--- src/rtl/core/mcr_pkg.sv ---
`default_nettype none

package mcr_pkg;

   localparam int COORD_BITS = 12;
   localparam int CFG_BITS   = 13;
   localparam int ADDR_BITS  = 24;
   localparam int COLOR_BITS = 32;
   localparam int OFS_BITS   = COORD_BITS + 1;
   localparam int DEC_BITS   = COORD_BITS + 6;
   localparam int PT_BITS    = COORD_BITS + 2;
   localparam int PROD_BITS  = COORD_BITS + CFG_BITS;
   localparam int IDX_BITS   = 3;

   localparam int CSR_INDEX_BITS = 1;

   localparam logic [CFG_BITS-1:0] COORD_SPAN = CFG_BITS'(1 << COORD_BITS);
   localparam logic [CFG_BITS-1:0] WIDTH_RESET  = CFG_BITS'(640);
   localparam logic [CFG_BITS-1:0] HEIGHT_RESET = CFG_BITS'(480);

   localparam logic [IDX_BITS-1:0] IDX_FINAL = '1;

   localparam logic OP_START = 1'b0;
   localparam logic OP_STEP  = 1'b1;

   localparam logic [CSR_INDEX_BITS-1:0] REG_SCREEN_WIDTH  = 1'd0;
   localparam logic [CSR_INDEX_BITS-1:0] REG_SCREEN_HEIGHT = 1'd1;

   typedef struct packed {
      logic                  op;
      logic [COORD_BITS-1:0] center_x;
      logic [COORD_BITS-1:0] center_y;
      logic [COORD_BITS-1:0] radius;
      logic [COLOR_BITS-1:0] color;
   } req_type;

   typedef struct packed {
      logic                  visible;
      logic [COORD_BITS-1:0] pixel_x;
      logic [COORD_BITS-1:0] pixel_y;
      logic [ADDR_BITS-1:0]  pixel_address;
      logic [COLOR_BITS-1:0] pixel_color;
      logic                  last;
      logic                  finished;
   } rsp_type;

   // one queued step: either the eight points of a circle step or a
   // single "nothing in progress" marker
   typedef struct packed {
      logic                  idle;
      logic [COORD_BITS-1:0] center_x;
      logic [COORD_BITS-1:0] center_y;
      logic [OFS_BITS-1:0]   ofs_a;
      logic [OFS_BITS-1:0]   ofs_b;
      logic [COLOR_BITS-1:0] color;
      logic                  done;
   } job_type;

   typedef struct packed {
      logic [CFG_BITS-1:0] width;
      logic [CFG_BITS-1:0] height;
   } screen_type;

endpackage

`default_nettype wire

--- src/rtl/core/midpoint_circle_rasterizer.sv ---
// Throughput: one point per cycle from the point generator and its single row-pitch
// multiplier, while the rsp side does not stall the pipeline; the step queue lets
// requests run ahead of the points.
// Reset: synchronous, active high; clears circle state, queue and pipeline, screen 640x480.
`default_nettype none

module midpoint_circle_rasterizer #(
   parameter int QUEUE_DEPTH = 4
) (
   input  wire logic                                 clock,
   input  wire logic                                 reset,
   input  wire logic                                 req_push,
   output logic                                      req_full,
   input  mcr_pkg::req_type                          req_data,
   output logic                                      rsp_empty,
   input  wire logic                                 rsp_pop,
   output mcr_pkg::rsp_type                          rsp_data,
   input  wire logic                                 csr_valid,
   output logic                                      csr_ready,
   input  wire logic [mcr_pkg::CSR_INDEX_BITS-1:0]   csr_index,
   input  wire logic [mcr_pkg::CFG_BITS-1:0]         csr_data
);
   import mcr_pkg::*;

   screen_type screen_ff, screen_in;
   logic       accept;
   logic       job_push, job_pop, job_empty, job_full;
   job_type    push_job, head_job;

   assign csr_ready = 1'b1;
   assign req_full  = job_full;
   assign accept    = req_push && !job_full;

   always_comb begin
      screen_in = screen_ff;
      if (csr_valid) begin
         case (csr_index)
            REG_SCREEN_WIDTH:  screen_in.width  = csr_data;
            REG_SCREEN_HEIGHT: screen_in.height = csr_data;
            default: screen_in = screen_ff;
         endcase
      end
   end

   always_ff @(posedge clock) begin
      if (reset) begin
         screen_ff.width  <= WIDTH_RESET;
         screen_ff.height <= HEIGHT_RESET;
      end else begin
         screen_ff <= screen_in;
      end
   end

   mcr_front u_front (
      .clock    (clock),
      .reset    (reset),
      .accept   (accept),
      .req      (req_data),
      .job_push (job_push),
      .job      (push_job)
   );

   mcr_queue #(
      .DEPTH (QUEUE_DEPTH)
   ) u_queue (
      .clock     (clock),
      .reset     (reset),
      .push      (job_push),
      .push_data (push_job),
      .full      (job_full),
      .pop       (job_pop),
      .head      (head_job),
      .empty     (job_empty)
   );

   mcr_back u_back (
      .clock     (clock),
      .reset     (reset),
      .screen    (screen_ff),
      .job       (head_job),
      .job_empty (job_empty),
      .job_pop   (job_pop),
      .rsp       (rsp_data),
      .rsp_empty (rsp_empty),
      .rsp_pop   (rsp_pop)
   );

endmodule

`default_nettype wire

--- src/rtl/core/mcr_front.sv ---
`default_nettype none

module mcr_front (
   input  wire logic             clock,
   input  wire logic             reset,
   input  wire logic             accept,
   input  mcr_pkg::req_type      req,
   output logic                  job_push,
   output mcr_pkg::job_type      job
);
   import mcr_pkg::*;

   logic [COORD_BITS-1:0] center_col_ff, center_col_in;
   logic [COORD_BITS-1:0] center_row_ff, center_row_in;
   logic [OFS_BITS-1:0]   offset_a_ff, offset_a_in;
   logic [OFS_BITS-1:0]   offset_b_ff, offset_b_in;
   logic [DEC_BITS-1:0]   decision_ff, decision_in;
   logic [COLOR_BITS-1:0] draw_color_ff, draw_color_in;
   logic                  active_ff, active_in;

   logic signed [DEC_BITS-1:0] a_ext, b_ext, dec_next;
   logic signed [OFS_BITS-1:0] a_next, b_next;
   logic                       step_done;

   always_comb begin
      a_ext = DEC_BITS'($signed(offset_a_ff));
      b_ext = DEC_BITS'($signed(offset_b_ff));
      if ($signed(decision_ff) < 0) begin
         dec_next = $signed(decision_ff) + (a_ext <<< 2) + DEC_BITS'(6);
         b_next   = $signed(offset_b_ff);
      end else begin
         dec_next = $signed(decision_ff) + ((a_ext - b_ext) <<< 2) + DEC_BITS'(10);
         b_next   = $signed(offset_b_ff) - OFS_BITS'(1);
      end
      a_next    = $signed(offset_a_ff) + OFS_BITS'(1);
      step_done = a_next > b_next;
   end

   always_comb begin
      center_col_in = center_col_ff;
      center_row_in = center_row_ff;
      offset_a_in   = offset_a_ff;
      offset_b_in   = offset_b_ff;
      decision_in   = decision_ff;
      draw_color_in = draw_color_ff;
      active_in     = active_ff;
      if (accept) begin
         if (req.op == OP_START) begin
            center_col_in = req.center_x;
            center_row_in = req.center_y;
            draw_color_in = req.color;
            offset_a_in   = '0;
            offset_b_in   = {1'b0, req.radius};
            decision_in   = DEC_BITS'(3) - (DEC_BITS'(req.radius) << 1);
            active_in     = 1'b1;
         end else if (active_ff) begin
            offset_a_in = a_next;
            offset_b_in = b_next;
            decision_in = dec_next;
            active_in   = !step_done;
         end
      end
   end

   always_comb begin
      job_push     = accept && (req.op == OP_STEP);
      job.idle     = !active_ff;
      job.center_x = center_col_ff;
      job.center_y = center_row_ff;
      job.ofs_a    = offset_a_ff;
      job.ofs_b    = offset_b_ff;
      job.color    = draw_color_ff;
      job.done     = step_done;
   end

   always_ff @(posedge clock) begin
      if (reset) begin
         center_col_ff <= '0;
         center_row_ff <= '0;
         offset_a_ff   <= '0;
         offset_b_ff   <= '0;
         decision_ff   <= '0;
         draw_color_ff <= '0;
         active_ff     <= 1'b0;
      end else begin
         center_col_ff <= center_col_in;
         center_row_ff <= center_row_in;
         offset_a_ff   <= offset_a_in;
         offset_b_ff   <= offset_b_in;
         decision_ff   <= decision_in;
         draw_color_ff <= draw_color_in;
         active_ff     <= active_in;
      end
   end

endmodule

`default_nettype wire

--- src/rtl/core/mcr_queue.sv ---
`default_nettype none

module mcr_queue #(
   parameter int DEPTH = 4
) (
   input  wire logic             clock,
   input  wire logic             reset,
   input  wire logic             push,
   input  mcr_pkg::job_type      push_data,
   output logic                  full,
   input  wire logic             pop,
   output mcr_pkg::job_type      head,
   output logic                  empty
);
   import mcr_pkg::*;

   localparam int PTR_BITS = (DEPTH > 1) ? $clog2(DEPTH) : 1;
   localparam int CNT_BITS = $clog2(DEPTH + 1);
   localparam logic [PTR_BITS-1:0] PTR_LAST = PTR_BITS'(DEPTH - 1);
   localparam logic [CNT_BITS-1:0] CNT_FULL = CNT_BITS'(DEPTH);

   job_type entry_ff [DEPTH];

   logic [PTR_BITS-1:0] wr_ptr_ff, wr_ptr_in;
   logic [PTR_BITS-1:0] rd_ptr_ff, rd_ptr_in;
   logic [CNT_BITS-1:0] count_ff, count_in;
   logic                do_push, do_pop;

   always_comb begin
      full    = (count_ff == CNT_FULL);
      empty   = (count_ff == '0);
      head    = entry_ff[rd_ptr_ff];
      do_push = push && !full;
      do_pop  = pop && !empty;

      wr_ptr_in = wr_ptr_ff;
      rd_ptr_in = rd_ptr_ff;
      count_in  = count_ff;
      if (do_push) begin
         wr_ptr_in = (wr_ptr_ff == PTR_LAST) ? '0 : wr_ptr_ff + PTR_BITS'(1);
      end
      if (do_pop) begin
         rd_ptr_in = (rd_ptr_ff == PTR_LAST) ? '0 : rd_ptr_ff + PTR_BITS'(1);
      end
      if (do_push && !do_pop) begin
         count_in = count_ff + CNT_BITS'(1);
      end else if (do_pop && !do_push) begin
         count_in = count_ff - CNT_BITS'(1);
      end
   end

   always_ff @(posedge clock) begin
      if (do_push) begin
         entry_ff[wr_ptr_ff] <= push_data;
      end
   end

   always_ff @(posedge clock) begin
      if (reset) begin
         wr_ptr_ff <= '0;
         rd_ptr_ff <= '0;
         count_ff  <= '0;
      end else begin
         wr_ptr_ff <= wr_ptr_in;
         rd_ptr_ff <= rd_ptr_in;
         count_ff  <= count_in;
      end
   end

endmodule

`default_nettype wire

--- src/rtl/core/mcr_back.sv ---
`default_nettype none

module mcr_back (
   input  wire logic             clock,
   input  wire logic             reset,
   input  mcr_pkg::screen_type   screen,
   input  mcr_pkg::job_type      job,
   input  wire logic             job_empty,
   output logic                  job_pop,
   output mcr_pkg::rsp_type      rsp,
   output logic                  rsp_empty,
   input  wire logic             rsp_pop
);
   import mcr_pkg::*;

   // point generator
   logic                busy_ff, busy_in;
   logic [IDX_BITS-1:0] idx_ff, idx_in;
   job_type             cur_ff, cur_in;

   // stage 1: clipped point, stage 2: row product, then output register
   logic                  s1_valid_ff, s1_valid_in;
   rsp_type               s1_ff, s1_in;
   logic                  s2_valid_ff, s2_valid_in;
   rsp_type               s2_ff;
   logic [PROD_BITS-1:0]  prod_ff, prod_in;
   logic                  out_valid_ff, out_valid_in;
   rsp_type               out_ff, out_in;

   logic out_ready, s2_ready, s1_ready;
   logic emit, gen_last, load;

   logic signed [PT_BITS-1:0] cx, cy, ua, ub, du, dv, px, py, lim_w, lim_h;
   logic [CFG_BITS-1:0]       clip_w, clip_h;
   logic                      vis;

   always_comb begin
      out_ready = !out_valid_ff || rsp_pop;
      s2_ready  = !s2_valid_ff || out_ready;
      s1_ready  = !s1_valid_ff || s2_ready;

      emit     = busy_ff && s1_ready;
      gen_last = cur_ff.idle || (idx_ff == IDX_FINAL);
      load     = !busy_ff || (emit && gen_last);
      job_pop  = load && !job_empty;

      busy_in = busy_ff;
      idx_in  = idx_ff;
      cur_in  = cur_ff;
      if (load) begin
         busy_in = !job_empty;
         idx_in  = '0;
         cur_in  = job;
      end else if (emit) begin
         idx_in = idx_ff + IDX_BITS'(1);
      end
   end

   // index bit 2 swaps the offsets, bit 1 mirrors x, bit 0 mirrors y
   always_comb begin
      cx = PT_BITS'($signed({1'b0, cur_ff.center_x}));
      cy = PT_BITS'($signed({1'b0, cur_ff.center_y}));
      ua = PT_BITS'($signed(cur_ff.ofs_a));
      ub = PT_BITS'($signed(cur_ff.ofs_b));
      du = idx_ff[2] ? ub : ua;
      dv = idx_ff[2] ? ua : ub;
      px = idx_ff[1] ? cx - du : cx + du;
      py = idx_ff[0] ? cy - dv : cy + dv;

      clip_w = (screen.width  > COORD_SPAN) ? COORD_SPAN : screen.width;
      clip_h = (screen.height > COORD_SPAN) ? COORD_SPAN : screen.height;
      lim_w  = PT_BITS'($signed({1'b0, clip_w}));
      lim_h  = PT_BITS'($signed({1'b0, clip_h}));
      vis    = !cur_ff.idle && (px >= 0) && (py >= 0) && (px < lim_w) && (py < lim_h);

      s1_in.visible       = vis;
      s1_in.pixel_x       = vis ? px[COORD_BITS-1:0] : '0;
      s1_in.pixel_y       = vis ? py[COORD_BITS-1:0] : '0;
      s1_in.pixel_address = '0;
      s1_in.pixel_color   = vis ? cur_ff.color : '0;
      s1_in.last          = gen_last;
      s1_in.finished      = cur_ff.idle || ((idx_ff == IDX_FINAL) && cur_ff.done);

      s1_valid_in = s1_ready ? emit : s1_valid_ff;
      s2_valid_in = s2_ready ? s1_valid_ff : s2_valid_ff;
      out_valid_in = out_ready ? s2_valid_ff : out_valid_ff;

      prod_in = PROD_BITS'(s1_ff.pixel_y * screen.width);

      out_in = s2_ff;
      out_in.pixel_address = ADDR_BITS'(prod_ff + PROD_BITS'(s2_ff.pixel_x));
   end

   assign rsp       = out_ff;
   assign rsp_empty = !out_valid_ff;

   always_ff @(posedge clock) begin
      cur_ff <= cur_in;
      if (s1_ready) begin
         s1_ff <= s1_in;
      end
      if (s2_ready) begin
         s2_ff   <= s1_ff;
         prod_ff <= prod_in;
      end
      if (out_ready) begin
         out_ff <= out_in;
      end
   end

   always_ff @(posedge clock) begin
      if (reset) begin
         busy_ff      <= 1'b0;
         idx_ff       <= '0;
         s1_valid_ff  <= 1'b0;
         s2_valid_ff  <= 1'b0;
         out_valid_ff <= 1'b0;
      end else begin
         busy_ff      <= busy_in;
         idx_ff       <= idx_in;
         s1_valid_ff  <= s1_valid_in;
         s2_valid_ff  <= s2_valid_in;
         out_valid_ff <= out_valid_in;
      end
   end

endmodule

`default_nettype wire
--- config.mk ---
export PLATFORM = sky130hd
export DESIGN_NAME = midpoint_circle_rasterizer
export DESIGN_NICKNAME = d
export VERILOG_FILES = /design/src/rtl/core/mcr_pkg.sv /design/src/rtl/core/midpoint_circle_rasterizer.sv /design/src/rtl/core/mcr_front.sv /design/src/rtl/core/mcr_queue.sv /design/src/rtl/core/mcr_back.sv
export SDC_FILE = /design/constraint.sdc
export NUM_CORES = 1
export LEC_CHECK = 0
export BUFFER_PORTS_ARGS = -buffer_cell sky130_fd_sc_hd__buf_2
export CAP_MARGIN = 0
export CORE_MARGIN = 1.5
export CORE_UTILIZATION = 50
export CTS_BUF_LIST = sky130_fd_sc_hd__clkbuf_4 sky130_fd_sc_hd__clkbuf_8
export DETAILED_ROUTE_END_ITERATION = 10
export PLACE_DENSITY = 0.72
export SYNTH_ARGS = -nofsm -noshare
export SYNTH_HDL_FRONTEND = slang
export SYNTH_SLANG_ARGS = --single-unit
--- constraint.sdc ---
create_clock -name clock -period 13.54 [get_ports clock]
set_input_delay 4.062 -clock clock [delete_from_list [all_inputs] [get_ports clock]]
set_output_delay 4.062 -clock clock [all_outputs]
set_load 0.03 [all_outputs]
Yosys cells after proc, flatten, opt, wreduce, memory -nomap -nowiden --
Memories as Yosys holds them, arrays and structs flattened. A register that Yosys moved wholly into a read port is not among the register bits. Cells that the tools add are included. Widths: inputs -> output; s select.
Word-level totals: register bits 366, bits in latches 0, bits in writable memories 336, ROM bits 0, input port bits 88, output and inout port bits 86, memories 1
Operators by class: add/subtract/negate cells 18, $mul 1, divide/modulo/power cells 0, $lt $le $gt $ge 8, equal/unequal tests 5, shifts and indexed selects 0, mux-type cells 22, bitwise logic cells 2, reductions and logical operators 38
Memories:
- u_queue.entry_ff | words 4, width 84, read ports 1, clocked after Yosys merged registers in 1, write ports 1, line mcr_queue.sv:22 | job_type entry_ff [DEPTH];
Operators with widths (number):
- $mux 13 | 7
- $mux 14 | 4
- $mux 18 | 3
- $add 13x14->14 | 2
- $ge 14x1->1 const B | 2
- $lt 14x14->1 | 2
- $sub 13x14->14 | 2
- $gt 13x13->1 const B | 2
- $add 24x12->24 | 1
- $mul 12x13->24 | 1
- $add 18x15->18 | 1
- $add 18x16->18 | 1
- $add 18x4->18 const B | 1
- $add 18x5->18 const B | 1
- $lt 18x1->1 const B | 1
- $logic_and 1x1->1 | 14
- $sub 13x13->14 | 1
- $sub 2x13->14 const A | 1
- $add 13x2->13 const B | 1
- $gt 13x13->1 | 1
- $sub 13x2->13 const B | 1
- $logic_not 1->1 | 11
- $reduce_and 2->1 | 4
- $add 3x1->3 const B | 2
- other kinds (13) | 27

Longest topological paths before layout --
depth after elaboration 12, gate-level depth with buffers 28

Cells and area by module --
Synthesis repeated with hierarchy kept, for this count alone.
Unflattened totals: cell total of the unflattened synthesis 2968, area, all modules 39127.5 um^2
By module, submodules not included:
- mcr_back | instances 1, cells an instance 1468, area each 18306.3 um^2
- mcr_queue | instances 1, cells an instance 488, area each 12613.3 um^2
- mcr_front | instances 1, cells an instance 906, area each 7081.8 um^2
- midpoint_circle_rasterizer | instances 1, cells an instance 106, area each 1126.1 um^2

Worst setup path before layout --
Ideal clock, no wire load.
path kind input to register, start in rsp_pop, end reg u_queue.count_ff[2], setup time 0.070 ns, arrival 12.863 ns, setup slack 0.606 ns, cell stages on the path 11, buffers on the path 1, path through nor2_1 and3_1 clkbuf_1 o21ai_0 o31ai_1 ha_1 inv_1 fa_1 xor2_1 or3_1 a21oi_1
Between the ends: cells in the longest elaborated chain, start to end 11
Ends and longest elaborated chain:
- start: declaration | line midpoint_circle_rasterizer.sv:16 | input wire logic rsp_pop,
- $logic_or 1x1->1 * | line mcr_back.sv:38 | out_ready = !out_valid_ff || rsp_pop;
- $logic_or 1x1->1 * | line mcr_back.sv:39 | s2_ready = !s2_valid_ff || out_ready;
- $logic_or 1x1->1 * | line mcr_back.sv:40 | s1_ready = !s1_valid_ff || s2_ready;
- $logic_and 1x1->1 * | line mcr_back.sv:42 | emit = busy_ff && s1_ready;
- $logic_and 1x1->1 * | line mcr_back.sv:44 | load = !busy_ff || (emit && gen_last);
- $logic_or 1x1->1 * | line mcr_back.sv:44
- via u_back.load | line mcr_back.sv:31 | logic emit, gen_last, load;
- $logic_and 1x1->1 * | line mcr_back.sv:45 | job_pop = load && !job_empty;
- $logic_and 1x1->1 * | line mcr_queue.sv:34 | do_pop = pop && !empty;
- $logic_not 1->1 | line mcr_queue.sv:45 | if (do_push && !do_pop) begin
- $logic_and 1x1->1 | line mcr_queue.sv:45
- $mux 3 / $reduce_bool 2->1 (equally long branches)
- end signal: assignment | line mcr_queue.sv:66 | count_ff <= count_in;
- end: declaration | line mcr_queue.sv:26 | logic [CNT_BITS-1:0] count_ff, count_in;
The timed path passes the listed nets; every way through them passes the cells marked *. A chain may end at the register's enable or synchronous reset.

Worst setup path in the final report --
Ends and elaborated chain as after synthesis.

==> impl_metrics.yaml <==
outcome:
  status: "finished clean"
placed_design:
  io_buffers: 172
  dp_hpwl_mm: 55.81
  place.gp.congestion: 0.8979
  dpl_cell_area_sq_um: 41020
floorplanning:
  num_rows: 102
  chipHeight_um: 282.6
  fp.dieW_um: 282.6
  dieArea_sq_um: 79890
  core_area_sq_um: 77470
  initial_utilization_pct: 50.47
  pin_count: 174
power_and_ir_drop:
  power_density_nw_per_um2: 198.6
  finalPower_uw: 8665
  clock_power_share_pct: 23.9
  power.switching_uw: 3091
  leakage_uw: 0.01765
  ir_drop_uv: 187.1
  switching_share_pct: 35.67
  intPower_uw: 5575
  combPwrFrac_pct: 35.6
  seq_power_share_pct: 40.5
timing:
  maxSlewViolCount: 0
  fin_setup_tns_ps: 0
  tightestPinTransition_ps: 1085
  finalCritPeriodShare_pct: 47.48
  slew_headroom_pct: 27.57
  clock_skew_ps: 61.96
  final_hold_viol_count: 0
  rsz0062_at_grt: "false"
  layout_min_cycle_time_ps: 6429
  hold_ws_ps: 399.3
  finalSetupViolCount: 0
  max_freq_mhz: 155.5
clock_tree:
  clkTransAtPathRegs_ps: 60
  clockBufferDepth: 3
  ctsRootBufferMaster: "clkbuf_8"
  cts_setup_buffers: 0
  clock_latency_ps: 770
  cts.sinks: 785
  cts_made_buffers: 118
  ctsHtreeMaxLevel: 3
  hold_buffers: 0
  ctsResizeCount: 0
  cts_tree: "yes"
synth:
  synth_warnings: 0
  synth_edf_count: 645
  ys_ff_latch: 785
  synth_fp_nets: 3457
  avgSynthCellArea_sq_um: 12.89
  postSynth.asyncResetShare_pct: 0
  yosysSeqAreaShare_pct: 56.71
  synth_area_sq_um: 39100
  ys_types: 79
  syn_inst: 3034
  synth_ff_type: "edfxtp_1"
detailed_routing:
  viasPerCell: 5.430
  routedWlPerCell_um: 18.74
  drtAntennaViolNets: 0
  drtPass1Iterations: 7
  drt_iter0_drc: 1424
  wl_mm: 81.96
  drc: 0
  vias: 23750
critical_path:
  reg2reg_slack_ps: 7310
  worst_setup_path_start_kind: "primary input"
  cp-end-kind: "register"
  worstSetupPathType: "primary input to register"
  cp.arrival_ps: 7130
  cp_max_fo: 35
  cp_data_required_time_ps: 14240
cells_and_area:
  drive_above_1_share_pct: 16.38
  final_area_sq_um: 43630
  finish.utilization_pct: 56.32
  nets: 3653
  syn_to_final_growth_pct: 11.59
worst_hold_path:
  hold_class: "register to register"
global_route:
  grt_pass1_wl_mm: 129.1
  overflow: 0
  antenna_found_initial: 2
  track_usage_pct: 20.77
  grt_pass1_vias: 23907
  grt_max_degree: 71
run:
  maxCapViolCount: 0
per-layer routing:
metal	share of wire [%]	vias to the layer above	track usage [%]
li1	-	11330	-
met1	43	11680	27.38
met2	50	613	35.73
met3	4.7	127	3.056
met4	2.1	0	6.006
met5	0	-	0
sequential cells by signal, indices dropped and copies added (netlist names), 12 cells and up:
signal	cells
screen_ff	26
u_back.cur_ff	84
u_back.out_in	59
u_back.prod_ff	24
u_back.rsp	83
u_back.s1_ff	59
u_front.center_col_ff	12
u_front.center_row_ff	12
u_front.decision_ff	17
u_front.draw_color_ff	32
u_front.offset_a_ff	13
u_front.offset_b_ff	13
u_queue.entry_ff	336
final cells by class:
class,count,area (sq um)
Clock buffer,165,2039
Tap cell,1040,1301
Inverter,259,973.4
Clock inverter,58,568.0
Fill cell,6280,33840
Antenna cell,1,2.502
Timing Repair Buffer,195,1036
Sequential cell,785,22180
Multi-Input combinational cell,1871,15530
placed cells by master (no fill, tap or decap), types with 32 or more instances in the layout:
cell	instances
o21ai_0	75
xor2_1	47
edfxtp_1	645
mux4_2	84
inv_1	256
a21oi_1	175
nor3_1	49
a21o_1	35
nor2_1	143
nand3_1	32
mux2i_1	33
ha_1	219
fa_1	116
and2_1	72
xnor2_1	94
nand2_1	341
dfxtp_1	137
clkbuf_8	128
clkbuf_4	37
buf_2	171
worst max-delay path, cell delays in order:
cell	delay, ps
buf_2	100
nor2_1	540
and3_1	460
o21ai_4	70
buf_4	290
o31ai_1	230
ha_1	270
inv_1	60
fa_1	370
xor2_1	180
or3_1	310
a21oi_1	150
metrics by stage:
step | cells | setup slack, ps
floorplan | 3034 | 606.5
global placement | 4150 | 6407
detailed placement | 4150 | 6351
CTS | 4373 | 7211
global route | 4374 | 6732
finish | 4374 | 7111
final timing paths:
| check | start | end | depth (start not counted) |
|---|---|---|---|
| min | u_back.out_in[60]$_DFFE_PP_ | u_back.rsp[60]$_DFFE_PP_ | 0 |
| max reg2reg | u_back.idx_ff[2]$_SDFFE_PP0P_ | u_back.s1_ff[80]$_SDFFCE_PN0N_ | 23 |
| min reg2reg | u_back.out_in[60]$_DFFE_PP_ | u_back.rsp[60]$_DFFE_PP_ | 0 |
| max | rsp_pop | u_queue.count_ff[2]$_SDFFE_PP0P_ | 12 |
cells in the mapped netlist (all sizes together) (16+ instances only):
| master | n | area share [%] |
|---|---|---|
| a211oi | 17 | 0.33 |
| a21o | 35 | 0.67 |
| a21oi | 175 | 2.2 |
| a31oi | 21 | 0.34 |
| and2 | 72 | 1.2 |
| and3 | 18 | 0.29 |
| buf | 32 | 0.45 |
| clkbuf | 87 | 0.84 |
| dfxtp | 140 | 7.2 |
| edfxtp | 645 | 50 |
| fa | 116 | 5.9 |
| ha | 219 | 7.0 |
| inv | 258 | 2.5 |
| mux2i | 34 | 0.87 |
| mux4 | 84 | 4.8 |
| nand2 | 343 | 3.3 |
| nand3 | 32 | 0.41 |
| nand3b | 16 | 0.31 |
| nor2 | 145 | 1.4 |
| nor2b | 28 | 0.45 |
| nor3 | 78 | 1.4 |
| nor3b | 28 | 0.54 |
| o21a | 24 | 0.46 |
| o21ai | 78 | 1.0 |
| xnor2 | 94 | 2.1 |
| xor2 | 47 | 1.1 |
kinds of logic (layout without fill, tap and decap cells):
family / Yosys count / in the layout / synth area share [%]
mux: 122 / 122 / 5.824
simple gates: 812 / 812 / 10.11
xor+xnor: 141 / 141 / 3.158
fa+ha+maj: 335 / 335 / 12.95
compound gates: 460 / 460 / 7.475
buf+inv: 378 / 677 / 3.773
other cells: 1 / 2 / 0.009591
flops: 785 / 785 / 56.71
power groups by stage:
stage          Combinational, uW  Clock [uW]  Sequential, uW
3_5_place_dp                3090           0            3560
4_1_cts                     3110        2120            3510
2_1_floorplan               2280           0            3530
6_report                    3080        2070            3510
3_3_place_gp                3020           0            3550
5_1_grt                     3440        2220            3560
Note: power is estimated with default switching activity, not from simulation.
